<file path="src/hw/rtl/sbsh_pkg.sv">
`timescale 1ns / 1ps

package sbsh_pkg;

    typedef logic [31:0] t_word;

    localparam int unsigned BLOCK_BYTES = 64;
    localparam logic [7:0]  PAD_BYTE    = 8'h80;

    // Last byte position of the zero fill before the length field.
    localparam logic [5:0] ZERO_END   = 6'd55;
    localparam logic [5:0] BLOCK_LAST = 6'd63;
    localparam logic [5:0] ROUND_LAST = 6'd63;
    localparam logic [2:0] WORD_LAST  = 3'd7;

    localparam t_word HASH_INIT [0:7] = '{
        32'h6a09e667, 32'hbb67ae85, 32'h3c6ef372, 32'ha54ff53a,
        32'h510e527f, 32'h9b05688c, 32'h1f83d9ab, 32'h5be0cd19
    };

    localparam t_word K_ROUND [0:63] = '{
        32'h428a2f98, 32'h71374491, 32'hb5c0fbcf, 32'he9b5dba5,
        32'h3956c25b, 32'h59f111f1, 32'h923f82a4, 32'hab1c5ed5,
        32'hd807aa98, 32'h12835b01, 32'h243185be, 32'h550c7dc3,
        32'h72be5d74, 32'h80deb1fe, 32'h9bdc06a7, 32'hc19bf174,
        32'he49b69c1, 32'hefbe4786, 32'h0fc19dc6, 32'h240ca1cc,
        32'h2de92c6f, 32'h4a7484aa, 32'h5cb0a9dc, 32'h76f988da,
        32'h983e5152, 32'ha831c66d, 32'hb00327c8, 32'hbf597fc7,
        32'hc6e00bf3, 32'hd5a79147, 32'h06ca6351, 32'h14292967,
        32'h27b70a85, 32'h2e1b2138, 32'h4d2c6dfc, 32'h53380d13,
        32'h650a7354, 32'h766a0abb, 32'h81c2c92e, 32'h92722c85,
        32'ha2bfe8a1, 32'ha81a664b, 32'hc24b8b70, 32'hc76c51a3,
        32'hd192e819, 32'hd6990624, 32'hf40e3585, 32'h106aa070,
        32'h19a4c116, 32'h1e376c08, 32'h2748774c, 32'h34b0bcb5,
        32'h391c0cb3, 32'h4ed8aa4a, 32'h5b9cca4f, 32'h682e6ff3,
        32'h748f82ee, 32'h78a5636f, 32'h84c87814, 32'h8cc70208,
        32'h90befffa, 32'ha4506ceb, 32'hbef9a3f7, 32'hc67178f2
    };

    typedef enum logic [2:0] {
        S_IDLE,
        S_PAD80,
        S_PADZ,
        S_LEN,
        S_PRE,
        S_ROUND,
        S_ADD,
        S_OUT
    } t_state;

    // Commands from the controller to the datapath; at most one is set per cycle.
    typedef struct packed {
        logic load_byte;
        logic pad80;
        logic padz;
        logic wr_len;
        logic pre;
        logic round;
        logic add;
        logic out_shift;
    } t_cmd;

    typedef struct packed {
        logic [5:0] pos;
        logic       pp_end;
        logic       pp_last;
        logic       rnd_last;
        logic       out_last;
    } t_sts;

    function automatic t_word rotr(input t_word x, input int unsigned n);
        rotr = (x >> n) | (x << (32 - n));
    endfunction

    function automatic t_word big_sigma0(input t_word x);
        big_sigma0 = rotr(x, 2) ^ rotr(x, 13) ^ rotr(x, 22);
    endfunction

    function automatic t_word big_sigma1(input t_word x);
        big_sigma1 = rotr(x, 6) ^ rotr(x, 11) ^ rotr(x, 25);
    endfunction

    function automatic t_word small_sigma0(input t_word x);
        small_sigma0 = rotr(x, 7) ^ rotr(x, 18) ^ (x >> 3);
    endfunction

    function automatic t_word small_sigma1(input t_word x);
        small_sigma1 = rotr(x, 17) ^ rotr(x, 19) ^ (x >> 10);
    endfunction

endpackage

</file>
<file path="src/hw/rtl/sbsh_in_if.sv">
`timescale 1ns / 1ps

interface sbsh_in_if;
    logic       valid;
    logic       ready;
    logic [7:0] data_byte;
    logic       byte_present;
    logic       message_end;

    modport source (output valid, output data_byte, output byte_present,
                    output message_end, input ready);
    modport sink   (input valid, input data_byte, input byte_present,
                    input message_end, output ready);
endinterface

</file>
<file path="src/hw/rtl/sbsh_out_if.sv">
`timescale 1ns / 1ps

interface sbsh_out_if;
    logic        valid;
    logic        ready;
    logic [31:0] digest_word;
    logic [2:0]  word_index;
    logic        last_word;

    modport source (output valid, output digest_word, output word_index,
                    output last_word, input ready);
    modport sink   (input valid, input digest_word, input word_index,
                    input last_word, output ready);
endinterface

</file>
<file path="src/hw/rtl/sbsh_ctrl.sv">
`timescale 1ns / 1ps

module sbsh_ctrl import sbsh_pkg::*; (
    input  logic i_clk,
    input  logic i_rst_n,
    input  logic i_in_valid,
    input  logic i_byte_present,
    input  logic i_message_end,
    input  logic i_out_ready,
    input  t_sts i_sts,
    output t_cmd o_cmd,
    output logic o_in_ready,
    output logic o_out_valid
);

    t_state r_state, n_state;
    t_state r_after, n_after;
    logic   r_ovf, n_ovf;

    always_ff @(posedge i_clk) begin
        if (!i_rst_n) begin
            r_state <= S_IDLE;
            r_after <= S_IDLE;
            r_ovf   <= 1'b0;
        end else begin
            r_state <= n_state;
            r_after <= n_after;
            r_ovf   <= n_ovf;
        end
    end

    always_comb begin
        n_state     = r_state;
        n_after     = r_after;
        n_ovf       = r_ovf;
        o_cmd       = '0;
        o_in_ready  = 1'b0;
        o_out_valid = 1'b0;
        case (r_state)
            S_IDLE: begin
                o_in_ready = 1'b1;
                if (i_in_valid) begin
                    o_cmd.load_byte = i_byte_present;
                    if (i_byte_present && i_sts.pos == BLOCK_LAST) begin
                        n_state = S_PRE;
                        n_after = i_message_end ? S_PAD80 : S_IDLE;
                    end else if (i_message_end) begin
                        n_state = S_PAD80;
                    end
                end
            end
            S_PAD80: begin
                o_cmd.pad80 = 1'b1;
                n_ovf       = 1'b0;
                if (i_sts.pos == ZERO_END) begin
                    n_state = S_LEN;
                end else if (i_sts.pos == BLOCK_LAST) begin
                    n_state = S_PRE;
                    n_after = S_PADZ;
                end else if (i_sts.pos > ZERO_END) begin
                    n_state = S_PADZ;
                    n_ovf   = 1'b1;
                end else begin
                    n_state = S_PADZ;
                end
            end
            S_PADZ: begin
                o_cmd.padz = 1'b1;
                if (r_ovf && i_sts.pp_last) begin
                    n_state = S_PRE;
                    n_after = S_PADZ;
                    n_ovf   = 1'b0;
                end else if (!r_ovf && i_sts.pp_end) begin
                    n_state = S_LEN;
                end
            end
            S_LEN: begin
                o_cmd.wr_len = 1'b1;
                n_state      = S_PRE;
                n_after      = S_OUT;
            end
            S_PRE: begin
                o_cmd.pre = 1'b1;
                n_state   = S_ROUND;
            end
            S_ROUND: begin
                o_cmd.round = 1'b1;
                if (i_sts.rnd_last) begin
                    n_state = S_ADD;
                end
            end
            S_ADD: begin
                o_cmd.add = 1'b1;
                n_state   = r_after;
            end
            S_OUT: begin
                o_out_valid = 1'b1;
                if (i_out_ready) begin
                    o_cmd.out_shift = 1'b1;
                    if (i_sts.out_last) begin
                        n_state = S_IDLE;
                    end
                end
            end
            default: begin
                n_state = S_IDLE;
            end
        endcase
    end

endmodule

</file>
<file path="src/hw/rtl/sbsh_dp.sv">
`timescale 1ns / 1ps

module sbsh_dp import sbsh_pkg::*; (
    input  logic        i_clk,
    input  logic        i_rst_n,
    input  t_cmd        i_cmd,
    input  logic [7:0]  i_data_byte,
    output t_sts        o_sts,
    output logic [31:0] o_digest_word,
    output logic [2:0]  o_word_index,
    output logic        o_last_word
);

    t_word       r_h   [0:7];
    t_word       r_v   [0:7];
    t_word       r_w   [0:15];
    t_word       r_hkw;
    logic [63:0] r_len;
    logic [5:0]  r_rnd;
    logic [5:0]  r_pp;
    logic [2:0]  r_oidx;

    logic [5:0]  w_pos;
    logic [5:0]  w_rnd_nx;
    t_word       w_t1;
    t_word       w_t2;
    t_word       w_new_w;
    t_word       w_hkw_nx;

    assign w_pos    = r_len[8:3];
    assign w_rnd_nx = r_rnd + 6'd1;

    assign w_t1 = r_hkw + big_sigma1(r_v[4])
                + ((r_v[4] & r_v[5]) ^ (~r_v[4] & r_v[6]));
    assign w_t2 = big_sigma0(r_v[0])
                + ((r_v[0] & r_v[1]) ^ (r_v[0] & r_v[2]) ^ (r_v[1] & r_v[2]));
    assign w_new_w  = r_w[0] + small_sigma0(r_w[1]) + r_w[9] + small_sigma1(r_w[14]);
    // h + K + W for the following round; h then is the current g.
    assign w_hkw_nx = r_v[6] + K_ROUND[w_rnd_nx] + r_w[1];

    always_ff @(posedge i_clk) begin
        if (!i_rst_n) begin
            r_h    <= HASH_INIT;
            r_len  <= '0;
            r_rnd  <= '0;
            r_pp   <= '0;
            r_oidx <= '0;
        end else begin
            if (i_cmd.load_byte) begin
                r_len <= r_len + 64'd8;
            end
            if (i_cmd.pad80) begin
                r_pp <= w_pos + 6'd1;
            end
            if (i_cmd.padz) begin
                r_pp <= r_pp + 6'd1;
            end
            if (i_cmd.pre) begin
                r_rnd <= '0;
            end
            if (i_cmd.round) begin
                r_rnd <= w_rnd_nx;
            end
            if (i_cmd.add) begin
                for (int i = 0; i < 8; i++) begin
                    r_h[i] <= r_h[i] + r_v[i];
                end
            end
            if (i_cmd.out_shift) begin
                // Shifting the initial values in behind the digest leaves the
                // hash state ready for the next message after the eighth word.
                for (int i = 0; i < 7; i++) begin
                    r_h[i] <= r_h[i+1];
                end
                r_h[7] <= HASH_INIT[r_oidx];
                r_oidx <= r_oidx + 3'd1;
                if (r_oidx == WORD_LAST) begin
                    r_len <= '0;
                end
            end
        end
    end

    always_ff @(posedge i_clk) begin
        if (i_cmd.load_byte) begin
            r_w[w_pos[5:2]][(3 - w_pos[1:0]) * 8 +: 8] <= i_data_byte;
        end
        if (i_cmd.pad80) begin
            r_w[w_pos[5:2]][(3 - w_pos[1:0]) * 8 +: 8] <= PAD_BYTE;
        end
        if (i_cmd.padz) begin
            r_w[r_pp[5:2]][(3 - r_pp[1:0]) * 8 +: 8] <= 8'h00;
        end
        if (i_cmd.wr_len) begin
            r_w[14] <= r_len[63:32];
            r_w[15] <= r_len[31:0];
        end
        if (i_cmd.pre) begin
            r_v   <= r_h;
            r_hkw <= r_h[7] + K_ROUND[0] + r_w[0];
        end
        if (i_cmd.round) begin
            r_v[0] <= w_t1 + w_t2;
            r_v[1] <= r_v[0];
            r_v[2] <= r_v[1];
            r_v[3] <= r_v[2];
            r_v[4] <= r_v[3] + w_t1;
            r_v[5] <= r_v[4];
            r_v[6] <= r_v[5];
            r_v[7] <= r_v[6];
            r_hkw  <= w_hkw_nx;
            for (int i = 0; i < 15; i++) begin
                r_w[i] <= r_w[i+1];
            end
            r_w[15] <= w_new_w;
        end
    end

    assign o_sts.pos      = w_pos;
    assign o_sts.pp_end   = (r_pp == ZERO_END);
    assign o_sts.pp_last  = (r_pp == BLOCK_LAST);
    assign o_sts.rnd_last = (r_rnd == ROUND_LAST);
    assign o_sts.out_last = (r_oidx == WORD_LAST);

    assign o_digest_word = r_h[0];
    assign o_word_index  = r_oidx;
    assign o_last_word   = (r_oidx == WORD_LAST);

endmodule

</file>
<file path="src/hw/rtl/sha256_byte_stream_hasher_top.sv">
// An item that carries a byte and does not fill the block is accepted in the idle state.
// Filling the 64th byte of a block starts a compression: setup, 64 rounds, hash update.
// End of message: the pad byte, up to 63 zero bytes, the length write, and one
// compression per block (two blocks when the pad overflows), then 8 words.
// The one-round compression core sets the rate; no item is taken during a compression.
// Synchronous active-low reset restores the initial hash and a zero length.
`timescale 1ns / 1ps

module sha256_byte_stream_hasher_top import sbsh_pkg::*; (
    input  logic i_clk,
    input  logic i_rst_n,
    sbsh_in_if.sink    i_in,
    sbsh_out_if.source o_out
);

    // The controller sequences loading, padding, the length write, the rounds
    // and the digest readout; the datapath holds the message schedule window,
    // the working variables, the hash state and the bit length.
    t_cmd w_cmd;
    t_sts w_sts;

    sbsh_ctrl u_ctrl (
        .i_clk          (i_clk),
        .i_rst_n        (i_rst_n),
        .i_in_valid     (i_in.valid),
        .i_byte_present (i_in.byte_present),
        .i_message_end  (i_in.message_end),
        .i_out_ready    (o_out.ready),
        .i_sts          (w_sts),
        .o_cmd          (w_cmd),
        .o_in_ready     (i_in.ready),
        .o_out_valid    (o_out.valid)
    );

    // Message bytes go straight into the 16-word schedule window, which then
    // slides one word per round to produce the expanded schedule.
    sbsh_dp u_dp (
        .i_clk         (i_clk),
        .i_rst_n       (i_rst_n),
        .i_cmd         (w_cmd),
        .i_data_byte   (i_in.data_byte),
        .o_sts         (w_sts),
        .o_digest_word (o_out.digest_word),
        .o_word_index  (o_out.word_index),
        .o_last_word   (o_out.last_word)
    );

    // The controller never issues two datapath commands in one cycle.
    a_cmd_onehot: assert property (@(posedge i_clk) disable iff (!i_rst_n)
        $onehot0(w_cmd))
        else $error("more than one datapath command at once");

    // No new item is taken while a digest is being delivered.
    a_out_blocks_in: assert property (@(posedge i_clk) disable iff (!i_rst_n)
        o_out.valid |-> !i_in.ready)
        else $error("input ready while digest pending");

    // Delivering the last word returns the block to accepting items.
    a_last_to_idle: assert property (@(posedge i_clk) disable iff (!i_rst_n)
        (o_out.valid && o_out.ready && o_out.last_word) |=> i_in.ready)
        else $error("block not ready after last digest word");

endmodule

</file>
<file path="src/flat_wrapper.sv">
// flat-port wrapper written by rule: the top's interface ports become plain ports
module sha256_byte_stream_hasher_top_flat import sbsh_pkg::*;
  (i_clk, i_rst_n, i_in_valid, i_in_data_byte, i_in_byte_present, i_in_message_end, i_in_ready, o_out_valid, o_out_digest_word, o_out_word_index, o_out_last_word, o_out_ready);
  sbsh_in_if i_in_i ();
  sbsh_out_if o_out_i ();
  input  logic i_clk;
  input  logic i_rst_n;
  input wire logic [$bits(i_in_i.valid)-1:0] i_in_valid;
  input wire logic [$bits(i_in_i.data_byte)-1:0] i_in_data_byte;
  input wire logic [$bits(i_in_i.byte_present)-1:0] i_in_byte_present;
  input wire logic [$bits(i_in_i.message_end)-1:0] i_in_message_end;
  output wire logic [$bits(i_in_i.ready)-1:0] i_in_ready;
  output wire logic [$bits(o_out_i.valid)-1:0] o_out_valid;
  output wire logic [$bits(o_out_i.digest_word)-1:0] o_out_digest_word;
  output wire logic [$bits(o_out_i.word_index)-1:0] o_out_word_index;
  output wire logic [$bits(o_out_i.last_word)-1:0] o_out_last_word;
  input wire logic [$bits(o_out_i.ready)-1:0] o_out_ready;
  assign i_in_i.valid = i_in_valid;
  assign i_in_i.data_byte = i_in_data_byte;
  assign i_in_i.byte_present = i_in_byte_present;
  assign i_in_i.message_end = i_in_message_end;
  assign i_in_ready = i_in_i.ready;
  assign o_out_valid = o_out_i.valid;
  assign o_out_digest_word = o_out_i.digest_word;
  assign o_out_word_index = o_out_i.word_index;
  assign o_out_last_word = o_out_i.last_word;
  assign o_out_i.ready = o_out_ready;
  sha256_byte_stream_hasher_top u_core (.i_clk(i_clk), .i_rst_n(i_rst_n), .i_in(i_in_i), .o_out(o_out_i));
endmodule
</file>
<file path="config.mk">
export PLATFORM = sky130hd
export DESIGN_NAME = sha256_byte_stream_hasher_top_flat
export DESIGN_NICKNAME = d
export VERILOG_FILES = /design/src/hw/rtl/sbsh_pkg.sv /design/src/hw/rtl/sbsh_in_if.sv /design/src/hw/rtl/sbsh_out_if.sv /design/src/hw/rtl/sbsh_ctrl.sv /design/src/hw/rtl/sbsh_dp.sv /design/src/hw/rtl/sha256_byte_stream_hasher_top.sv /design/src/flat_wrapper.sv
export SDC_FILE = /design/constraint.sdc
export NUM_CORES = 2
export LEC_CHECK = 0
export BUFFER_PORTS_ARGS = -buffer_cell sky130_fd_sc_hd__buf_2
export CORE_MARGIN = 2
export CORE_UTILIZATION = 45
export CTS_BUF_LIST = sky130_fd_sc_hd__clkbuf_4
export CTS_CLUSTER_DIAMETER = 100
export DETAILED_ROUTE_END_ITERATION = 16
export SYNTH_ARGS = -nofsm -noshare
export SYNTH_HDL_FRONTEND = slang
export SYNTH_SLANG_ARGS = --single-unit
</file>
<file path="constraint.sdc">
create_clock -name i_clk -period 7.9 [get_ports i_clk]
set_input_delay 0.395 -clock i_clk [delete_from_list [all_inputs] [get_ports i_clk]]
set_output_delay 0.395 -clock i_clk [all_outputs]
set_load 0.03 [all_outputs]
</file>
==> flow_summary.json <==
{
  "final.setup.tns_ns": 0,
  "synth_most_common_cell": "nand2_1",
  "use_met1": 0.393,
  "cap_violations": 0,
  "p_sw_frac": 0.485,
  "synth_cell_types": 94,
  "synth_warnings": 0,
  "worstHoldPathCells": 3,
  "die_w_um": 423,
  "max_stage_delay_ns": 0.59,
  "period_minus_slack_ns": 7.43,
  "path_clk_slew_ns": 0.07,
  "p_int_w": 0.0208,
  "fin_skew_ns": 0.159,
  "r2r-end": "u_core.u_dp.r_v[255]$_DFFE_PP_",
  "synth_area_leaders": "edfxtp_1, dfxtp_1, ha_1, a21o_1, nand2_1",
  "synth_top_area_frac": 0.304,
  "ys_seq_area_frac": 0.390,
  "reg2reg_slack_ns": 0.47,
  "htreeDepth": 5,
  "outcome": "finished, final reports clean",
  "die-height_um": 423,
  "hpwl_um": 210000,
  "power.density_mw_per_mm2": 470,
  "r2r_cells": 27,
  "grt_max_degree": 186,
  "async_flop_share": 0,
  "grt_pass1_wl_um": 421000,
  "postRouteAntennaNets": 0,
  "grt_pass1_vias": 64040,
  "setup_viol": 0,
  "final_max_slew_viol_count": 0,
  "synthFlopType": "edfxtp_1",
  "syn_to_final_growth_pct": 8.40,
  "viasPerCell": 5.98,
  "whs_ns": 0.145,
  "critical_path_required_ns": 8.93,
  "seq_power_share": 0.207,
  "reg2reg_from": "u_core.u_dp.r_v[122]$_DFFE_PP_",
  "initial_core_util": 0.454,
  "p_leak_nw": 38.1,
  "peakVddDrop_mv": 0.777,
  "core_mm2": 0.174,
  "worstSetupEndpointType": "flip-flop",
  "drc_errors": 0,
  "grt_use_met3": 0.0466,
  "hp-class": "in2reg",
  "busiest_layer": "met2",
  "start_kind": "flip-flop",
  "clk_latency_ns": 1.42,
  "drive_gt1_frac": 0.0891,
  "cts_tree": "done",
  "worst_pin_slew_ns": 1.27,
  "cts_buffers": 343,
  "fmax_mhz": 135,
  "io_pins": 52,
  "dieArea_mm2": 0.179,
  "final_nets": 9285,
  "rows": 153,
  "min_to": "u_core.u_dp.r_h[213]$_SDFFE_PN1P_",
  "comb_power_share": 0.647,
  "grt_use_total": 0.312,
  "crit_type": "reg2reg",
  "slowest_stage": "edfxtp_1",
  "drt_iter0_markers": 6389,
  "synth.avg_cell_area_um2": 9.17,
  "routed_wl_um": 286000,
  "synth_nets": 9299,
  "min_from": "i_rst_n",
  "overflow": 0,
  "cts.sinks": 1139,
  "power.switching_w": 0.0195,
  "clk_path_buf_depth": 4,
  "crit_family": "compound AO/OA/AOI/OAI gates",
  "rsz0062_at_grt": "false",
  "synth-edff-count": 800,
  "synth_common_cells": "nand2_1, edfxtp_1, o21ai_0, a21o_1, inv_1",
  "crit_buf_inv": 3,
  "wl_per_cell_um": 25.5,
  "cp.depth": 27,
  "ys_seq_elements": 1139,
  "grtUsageMet2": 0.506,
  "syn_area_mm2": 0.0791,
  "yosys.area.top_type": "edfxtp_1",
  "fin_crit_sh": 0.941,
  "drtPass1Iterations": 6,
  "grt_antenna_before_repair": 9,
  "pwr-share-clk": 0.145,
  "maxSlewHeadroom": 0.148,
  "cp_max_fo": 6,
  "cts_root_buf": "clkbuf_4",
  "place_congestion": 0.972,
  "hold_viol": 0,
  "startpoint": "u_core.u_dp.r_v[122]$_DFFE_PP_",
  "synth_cells": 8619,
  "port_buffers": 51,
  "arrival_ns": 8.46,
  "via_count": 66983
}
==> routing by layer <==
layer / part of all wire / vias to the layer above / wire, µm
met4: 0.067 / 4 / 19200
li1: - / 30904 / -
met5: 0.000095 / - / 27
met1: 0.40 / 32604 / 115000
met3: 0.062 / 752 / 17800
met2: 0.47 / 2719 / 133000
==> cells in the final DEF (no fill, tap or decap), types with 37 or more instances in the layout <==
cell type / count
a211oi_1: 80
o2111ai_1: 83
nand2_1: 1264
xnor2_1: 411
a21o_1: 646
buf_4: 124
nor3_1: 110
inv_1: 501
a221o_1: 44
nand3_1: 126
o211ai_1: 61
xor2_1: 255
a21boi_0: 39
fa_1: 168
nor2_1: 386
nor2b_1: 79
a22oi_1: 89
ha_1: 497
clkbuf_4: 506
o21bai_1: 44
and3_1: 81
dfxtp_1: 339
edfxtp_1: 800
and2_1: 82
clkinv_1: 73
a21oi_1: 498
nand2b_1: 56
o31ai_1: 44
nand4_1: 37
buf_2: 50
o21ai_0: 652
or3_1: 43
a31oi_1: 53
mux2i_1: 48
o21a_1: 57
==> worst max path at each step <==
stage | endpoint | slack, ns
2_1_floorplan | u_core.u_dp.r_hkw[0]$_DFFE_PP_ | 0.76
3_3_place_gp | u_core.u_dp.r_v[255]$_DFFE_PP_ | 0.59
3_5_place_dp | u_core.u_dp.r_v[255]$_DFFE_PP_ | 0.51
4_1_cts | u_core.u_dp.r_v[255]$_DFFE_PP_ | 0.42
5_1_grt | u_core.u_dp.r_v[255]$_DFFE_PP_ | 0.06
6_report | u_core.u_dp.r_v[255]$_DFFE_PP_ | 0.47
==> kinds of logic (layout without fill, tap and decap cells) <==
| family | count (synthesis) | in the layout | share of synthesized area |
|---|---|---|---|
| other cells | 0 | 12 | 0 |
| flops | 1139 | 1139 | 0.390 |
| buf+inv | 1065 | 1304 | 0.0525 |
| xor+xnor | 672 | 672 | 0.0744 |
| mux | 58 | 58 | 0.00793 |
| simple gates | 2379 | 2379 | 0.134 |
| fa+ha+maj | 670 | 670 | 0.122 |
| compound gates | 2636 | 2636 | 0.220 |
==> sequential cells by signal, indices dropped and copies added, names as in the netlist <==
signal / count
u_core.u_dp.r_v: 256
u_core.u_ctrl.r_state: 3
u_core.u_dp.o_word_index: 3
u_core.u_dp.r_w: 512
u_core.u_ctrl.r_after: 3
u_core.u_dp.o_digest_word: 32
u_core.u_dp.r_h: 224
u_core.u_dp.r_len: 61
u_core.u_ctrl.r_ovf: 1
u_core.u_dp.r_hkw: 32
u_core.u_dp.r_rnd: 6
u_core.u_dp.r_pp: 6
==> layout make-up <==
class                   count  area, µm²
diodes                     12       30.0
clock buffers             506       3800
clock inverters            92        463
fillers                 16793      88500
inverters                 505       1900
multi-input cells        6415      44300
flip-flops and latches   1139      30800
well taps                2325       2910
repair buffers            201       1550
==> metrics by stage <==
step	cells	total power, W	setup WS, ns	utilization	area (µm²)
after floorplan	8619	0.0270	0.761	-	79100
after global placement	10568	0.0340	0.589	0.466	81300
after detailed placement	10568	0.0341	0.514	0.466	81300
after CTS	11183	0.0402	0.418	0.492	85700
after global routing	11191	0.0433	0.0557	0.492	85700
final	11195	0.0403	0.467	0.492	85700
==> power groups by stage <==
stage / combinational (W) / clock (W) / sequential [W]
2_1_floorplan: 0.0190 / 0 / 0.00798
3_3_place_gp: 0.0256 / 0 / 0.00845
3_5_place_dp: 0.0256 / 0 / 0.00845
4_1_cts: 0.0259 / 0.00597 / 0.00833
5_1_grt: 0.0287 / 0.00626 / 0.00838
6_report: 0.0261 / 0.00584 / 0.00835
==> worst min-delay path, cell delays in order <==
cell	delay (ns)
dlygate4sd3_1	0.56
buf_8	0.31
o2111ai_1	0.16
==> what timing repair did <==
action	4_1_cts	5_1_grt
hold buffers	17	0
hold endpoints to repair	563	0
setup buffers	0	0
gates resized for setup	0	1
setup endpoints to repair	0	2
Power figures use the tool's default switching activity.
